<file path="config.mk">
export PLATFORM = sky130hd
export DESIGN_NAME = fmr_ctrl
export DESIGN_NICKNAME = d
export VERILOG_FILES = /design/src/rtl/fmr_pkg.sv /design/src/rtl/fmr_ctrl.sv
export VERILOG_INCLUDE_DIRS = /design/src /design/src/rtl
export SDC_FILE = /design/constraint.sdc
export NUM_CORES = 1
export LEC_CHECK = 0
export ABC_AREA = 1
export BUFFER_PORTS_ARGS = -buffer_cell sky130_fd_sc_hd__buf_2
export CAP_MARGIN = 20
export CORE_AREA = 2 2 39 41
export DETAILED_ROUTE_END_ITERATION = 10
export DIE_AREA = 0 0 41 43
export MAX_ROUTING_LAYER = met4
export SKIP_LAST_GASP = 1
export SLEW_MARGIN = 20
export SYNTH_ARGS = -nofsm -noshare
export SYNTH_HDL_FRONTEND = slang
export SYNTH_SLANG_ARGS = --single-unit
</file>
<file path="constraint.sdc">
create_clock -name i_clk -period 1 [get_ports i_clk]
set_input_delay 0.2 -clock i_clk [delete_from_list [all_inputs] [get_ports i_clk]]
set_output_delay 0.2 -clock i_clk [all_outputs]
set_load 0.1 [all_outputs]
</file>
<file path="src/rtl/assert_macros.svh">
// assertion macros shared by the floor match and remove rtl
// no dependencies; included by the modules that check their own logic
`ifndef ASSERT_MACROS_SVH
`define ASSERT_MACROS_SVH
`ifndef SYNTHESIS
// property that must hold at every clock edge outside reset
`define FMR_ASSERT(lbl, clk, rst_n, prop) \
    lbl: assert property (@(posedge clk) disable iff (!rst_n) (prop)) \
        else $error("fmr assertion failed");
// antecedent in one cycle implies consequent in the next
`define FMR_ASSERT_NEXT(lbl, clk, rst_n, ante, cons) \
    lbl: assert property (@(posedge clk) disable iff (!rst_n) (ante) |=> (cons)) \
        else $error("fmr assertion failed");
`else
`define FMR_ASSERT(lbl, clk, rst_n, prop)
`define FMR_ASSERT_NEXT(lbl, clk, rst_n, ante, cons)
`endif
`endif

</file>
<file path="src/rtl/fmr_pkg.sv">
// shared types and constants of the floor match and remove block
// no dependencies; imported by every module of the block
package fmr_pkg;

    // default table depth and price width
    localparam int FMR_ENTRIES = 1024;
    localparam int PRICE_W     = 32;
    localparam int STATUS_W    = 2;

    // result status codes
    typedef enum logic [STATUS_W-1:0] {
        ST_LOADED  = 2'd0,
        ST_FULL    = 2'd1,
        ST_MATCH   = 2'd2,
        ST_NOMATCH = 2'd3
    } t_status;

    // commands from controller to datapath
    typedef struct packed {
        logic capture;   // latch the incoming item, start a fresh search
        logic rd;        // read the table slot under the scan pointer
        logic load;      // append the captured price and report
        logic finish;    // retire the best match and report
    } t_cmd;

    // status from datapath to controller
    typedef struct packed {
        logic scan_more; // scan pointer still below the fill count
    } t_sts;

endpackage

</file>
<file path="src/rtl/fmr_ctrl.sv">
// controller of the floor match and remove block: sequences loads and offer scans
// depends on fmr_pkg and assert_macros.svh
`include "assert_macros.svh"
module fmr_ctrl import fmr_pkg::*; (
    input  logic i_clk,
    input  logic i_rst_n,
    input  logic start,
    input  logic i_mode,
    input  t_sts i_sts,
    output t_cmd o_cmd,
    output logic busy,
    output logic o_done
);

    typedef enum logic [3:0] {
        S_IDLE = 4'b0001,
        S_LOAD = 4'b0010,
        S_SCAN = 4'b0100,
        S_DONE = 4'b1000
    } t_state;

    t_state r_state, n_state;
    logic   r_done, n_done;

    // next state and datapath commands
    always_comb begin
        n_state = r_state;
        n_done  = 1'b0;
        o_cmd   = '0;
        unique case (r_state)
            S_IDLE: begin
                if (start) begin
                    o_cmd.capture = 1'b1;
                    n_state       = i_mode ? S_SCAN : S_LOAD;
                end
            end
            S_LOAD: begin
                o_cmd.load = 1'b1;
                n_done     = 1'b1;
                n_state    = S_IDLE;
            end
            S_SCAN: begin
                if (i_sts.scan_more) begin
                    o_cmd.rd = 1'b1;
                end else begin
                    n_state = S_DONE;
                end
            end
            S_DONE: begin
                o_cmd.finish = 1'b1;
                n_done       = 1'b1;
                n_state      = S_IDLE;
            end
            default: begin
                n_state = S_IDLE;
            end
        endcase
    end

    // state and result strobe registers
    always_ff @(posedge i_clk) begin
        if (!i_rst_n) begin
            r_state <= S_IDLE;
            r_done  <= 1'b0;
        end else begin
            r_state <= n_state;
            r_done  <= n_done;
        end
    end

    assign busy   = (r_state != S_IDLE);
    assign o_done = r_done;

    // checks
    `FMR_ASSERT(a_done_src, i_clk, i_rst_n,
        !o_done || $past(r_state) == S_LOAD || $past(r_state) == S_DONE)
    `FMR_ASSERT_NEXT(a_accept_busy, i_clk, i_rst_n, start && !busy, busy)
    `FMR_ASSERT_NEXT(a_load_one, i_clk, i_rst_n, r_state == S_LOAD, o_done && !busy)
    `FMR_ASSERT_NEXT(a_scan_end, i_clk, i_rst_n,
        r_state == S_SCAN && !i_sts.scan_more, r_state == S_DONE)

endmodule

</file>
# ---- Word-level counts from Yosys, hierarchy flattened
# Index checks and enable logic that the tools add are counted.
dict set report totals {
  register_bits 5
  in_bits 5
  output_inout_bits 6
  wordCells 22
}
dict set report classes {
  eq_ne 7
  muxes 11
  reduce_logical 2
}
# op n
set op_table {}
lappend op_table {{two-way mux 4 bit} 2}
lappend op_table {{one-hot mux 4 bit (2 select lines)} 1}
lappend op_table {{two-way mux 1 bit} 7}
lappend op_table {{== test 4 x 1 -> 1 bit (second input constant)} 1}
lappend op_table {{== test 4 x 2 -> 1 bit (second input constant)} 1}
lappend op_table {{== test 4 x 3 -> 1 bit (second input constant)} 1}
lappend op_table {{== test 4 bit (second input constant)} 1}
lappend op_table {{inequality test 2 bit (second input constant)} 2}
lappend op_table {{inequality test 4 x 1 -> 1 bit (second input constant)} 1}
lappend op_table {{two-way mux 3 bit} 1}
lappend op_table {{AND reduction 2 bit} 1}
lappend op_table {{OR reduction 2 bit} 1}

# ---- Logic depth before layout (Yosys ltp)
dict set report logic_depth {
  word_depth 3
  depth_mapped 5
  depth_no_buf 5
}

# ---- Worst setup path before layout
# Ideal clock, no wire load.
dict set report synth_path {
  kind {reg2reg}
  startpoint {register r_state[3]}
  endpoint {register r_state[0]}
  setup_ps 130
  arrival_time_ps 1363
  required_time_ps 870
  slack_ps -492
  path_stages_with_launch 5
  path_buffers 0
  synth_period_minus_slack_ps 1492
  path_cell_list {dfxtp_1 -> nor2_2 -> nand2_1 -> o21ai_0 -> nand3_1}
}
dict set report synth_via {
  elab_chain_cells 3
  elab_cells_between_ends 6
  classes_between {4 x eq/ne; 1 x mux; 1 x reduce/logical}
}
# item line
set synth_rtl {}
lappend synth_rtl {{start: declaration} fmr_ctrl.sv:22} ;# t_state r_state, n_state;
lappend synth_rtl {{start signal: assignment} fmr_ctrl.sv:66} ;# r_state <= n_state;
lappend synth_rtl {{== test 4 x 3 -> 1 bit / == test 4 x 1 -> 1 bit (equally long branches)} fmr_ctrl.sv:30} ;# unique case (r_state)
lappend synth_rtl {{inequality test 2 bit (no source line)} n/a}
lappend synth_rtl {{AND reduction 2 bit (no source line)} n/a}
# Several ways; a longest one is shown, not always the timed one.
# A chain may end at the register's enable or synchronous reset.

==> metrics.yaml <==
sta:
  worst_pin_slew_ns: 0.211
  fin_crit_sh_pct: 134
  setup_ws_ns: -0.340
  setup_violations: 8
  slew_viol_final: 0
  hold_violations: 0
  fmax_mhz: 746
  rsz0062_at_grt: "yes"
  skew_ns: 0.00515
  fin_crit_ns: 1.34
  slew_headroom_pct: 85.8
yosys:
  ys_ff_latch: 5
  synth.most_common_cell: "inv_1"
  ys_async_sr_fraction_pct: 0
  syn_inst: 35
  synth.largest_area_cell: "dfxtp_1"
  yosysWarnings: 0
  syn_area_um2: 240
  synth_nets: 40
  ys_seq_area_share_pct: 41.7
  avgSynthCellArea_um2: 6.86
  synth_edf_count: 0
  ys.flop_type: "dfxtp_1"
  synth_common_cells: "8 x inv_1, 5 x dfxtp_1, 5 x nand2_1"
  netlist.area_leader.share_pct: 41.7
  yosysUniqueCellTypes: 13
  yosys-top-cells-area: "dfxtp_1 42%, inv_1 13%, nand3_1 8.3%"
floorplan:
  start_util_pct: 17.4
  die-area_um2: 1760
  die_width_um: 41
  die_h_um: 43
  core_um2: 1380
  ioPinCount: 11
  core.rowCount: 14
detailed_routing:
  vias: 299
  first_iter_violations: 0
  drtPass1Iterations: 1
  drt_wl_total_um: 660
  drc: 0
  avgRoutedWirePerCell_um: 8.92
  ant_nets: 0
  via_per_inst: 4.04
place:
  pre_cts_ws_ns: -0.104
  place.gp.congestion: 0.786
  io_buffers: 10
  dp_hpwl_um: 461
worst_setup_path:
  worst_ep_arrival_time_ns: 1.14
  crit_type: "flip-flop to output port"
  worstSetupStartpointType: "flip-flop"
  crit_buf_inv: 2
  path_delay_family: "flip-flops"
  crit_chain: "nor2_4 > nand3_2 > clkinvlp_4 > buf_12"
  crit_required_ns: 0.80
  slowest_delay_ns: 0.33
  critPathSlowestCell: "dfxtp_2"
  path_max_fanout: 3
  end_kind: "output port"
finish:
  utilization_pct: 43.4
  nets: 64
  fillers: 143
  drive_gt1_share_pct: 81.0
  n_antenna_cell: 0
  area_growth_pct: 150
cts:
  htreeDepth: 1
  cts_num_sinks: 5
  insertion_delay_ns: 0.25
  cts-root-buf: "clkbuf_4"
  clockBufferDepth: 2
  cts_tree: "built"
  cts_buffers: 3
  path_clk_slew_ns: 0.05
status:
  status: "finished with violations"
  violations: "negative setup slack"
power_and_ir_drop:
  power_density_nw_per_um2: 1330
  worst_ir_drop_vdd_v: 0.000789
  power.leakage_nw: 0.245
  p_total_mw: 0.796
flow_run:
  maxCapViolCount: 0
global_route:
  grt_pass1_vias: 299
  grt_use_total_pct: 9.79
  grt_max_degree: 5
  grt_overflow: 0
  grt_antenna_before_repair: 0
  grt_pass1_wl_um: 1080
min_path:
  hold_path_class: "input pin to flip-flop"
final cells by class:
class	instances	area, µm²	area share (%)
Clock buffer	4	26.3	4.38
Inverter	10	52.6	8.75
Multi-Input combinational cell	20	175	29.2
Sequential cell	5	108	17.9
Tap cell	16	20.0	3.33
Timing Repair Buffer	19	219	36.5
kinds of logic after synthesis:
kind of cell / count (synthesis) / synth area share (%)
buf+inv: 10 / 15.6
compound gates: 3 / 7.81
flops: 5 / 41.7
simple gates: 17 / 34.9
cell usage in the layout (no fill, tap or decap), types with 2 or more instances in the layout:
master      count
nor2_4          3
inv_1           2
inv_2           4
buf_4           6
nand2_4         2
dfxtp_2         3
clkinvlp_4      4
buf_12          6
buf_2           4
buf_6           3
nand2_2         3
nor2_1          2
nand3_4         2
clkbuf_4        3
per-stage QoR:
step	cell area, µm²	cells	setup TNS [ns]	hold WS, ns
final	601	74	-1.65	0.124
after global placement	498	66	-0.249	0.381
after global routing	601	74	-2.11	0.125
after detailed placement	498	66	-0.268	0.382
after CTS	564	73	-1.63	0.126
after floorplan	300	35	-0.711	0.269
registers in the layout, summed over array words and instances, names as in the netlist:
signal   count
r_state      4
o_done       1
repair_timing:
action	CTS	global route
buffers inserted	3	2
gates resized for setup	5	5
setup endpoints to repair	5	10
pin swaps	2	4
hold buffers	0	0
path summary, 6_finish.rpt:
check,endpoint,slack (ns),from,depth (start not counted)
setup / recovery,o_cmd[3],-0.34,r_state[3],4
hold / removal,r_state[1],0.12,i_mode,2
setup reg to reg,r_state[3],-0.04,r_state[3],6
hold reg to reg,r_state[3],0.62,r_state[2],4
power by group:
| part | internal (mW) | switching, mW |
|---|---|---|
| clock network | 0.151 | 0.0909 |
| logic | 0.133 | 0.203 |
| registers | 0.209 | 0.00812 |
routing by layer:
layer | GRT usage [%] | wire [µm]
met1 | 10.0 | 229
met2 | 13.4 | 351
met3 | 3.14 | 41
met4 | 10.0 | 36
met5 | - | 0
Note: power is estimated with default switching activity, not from simulation.
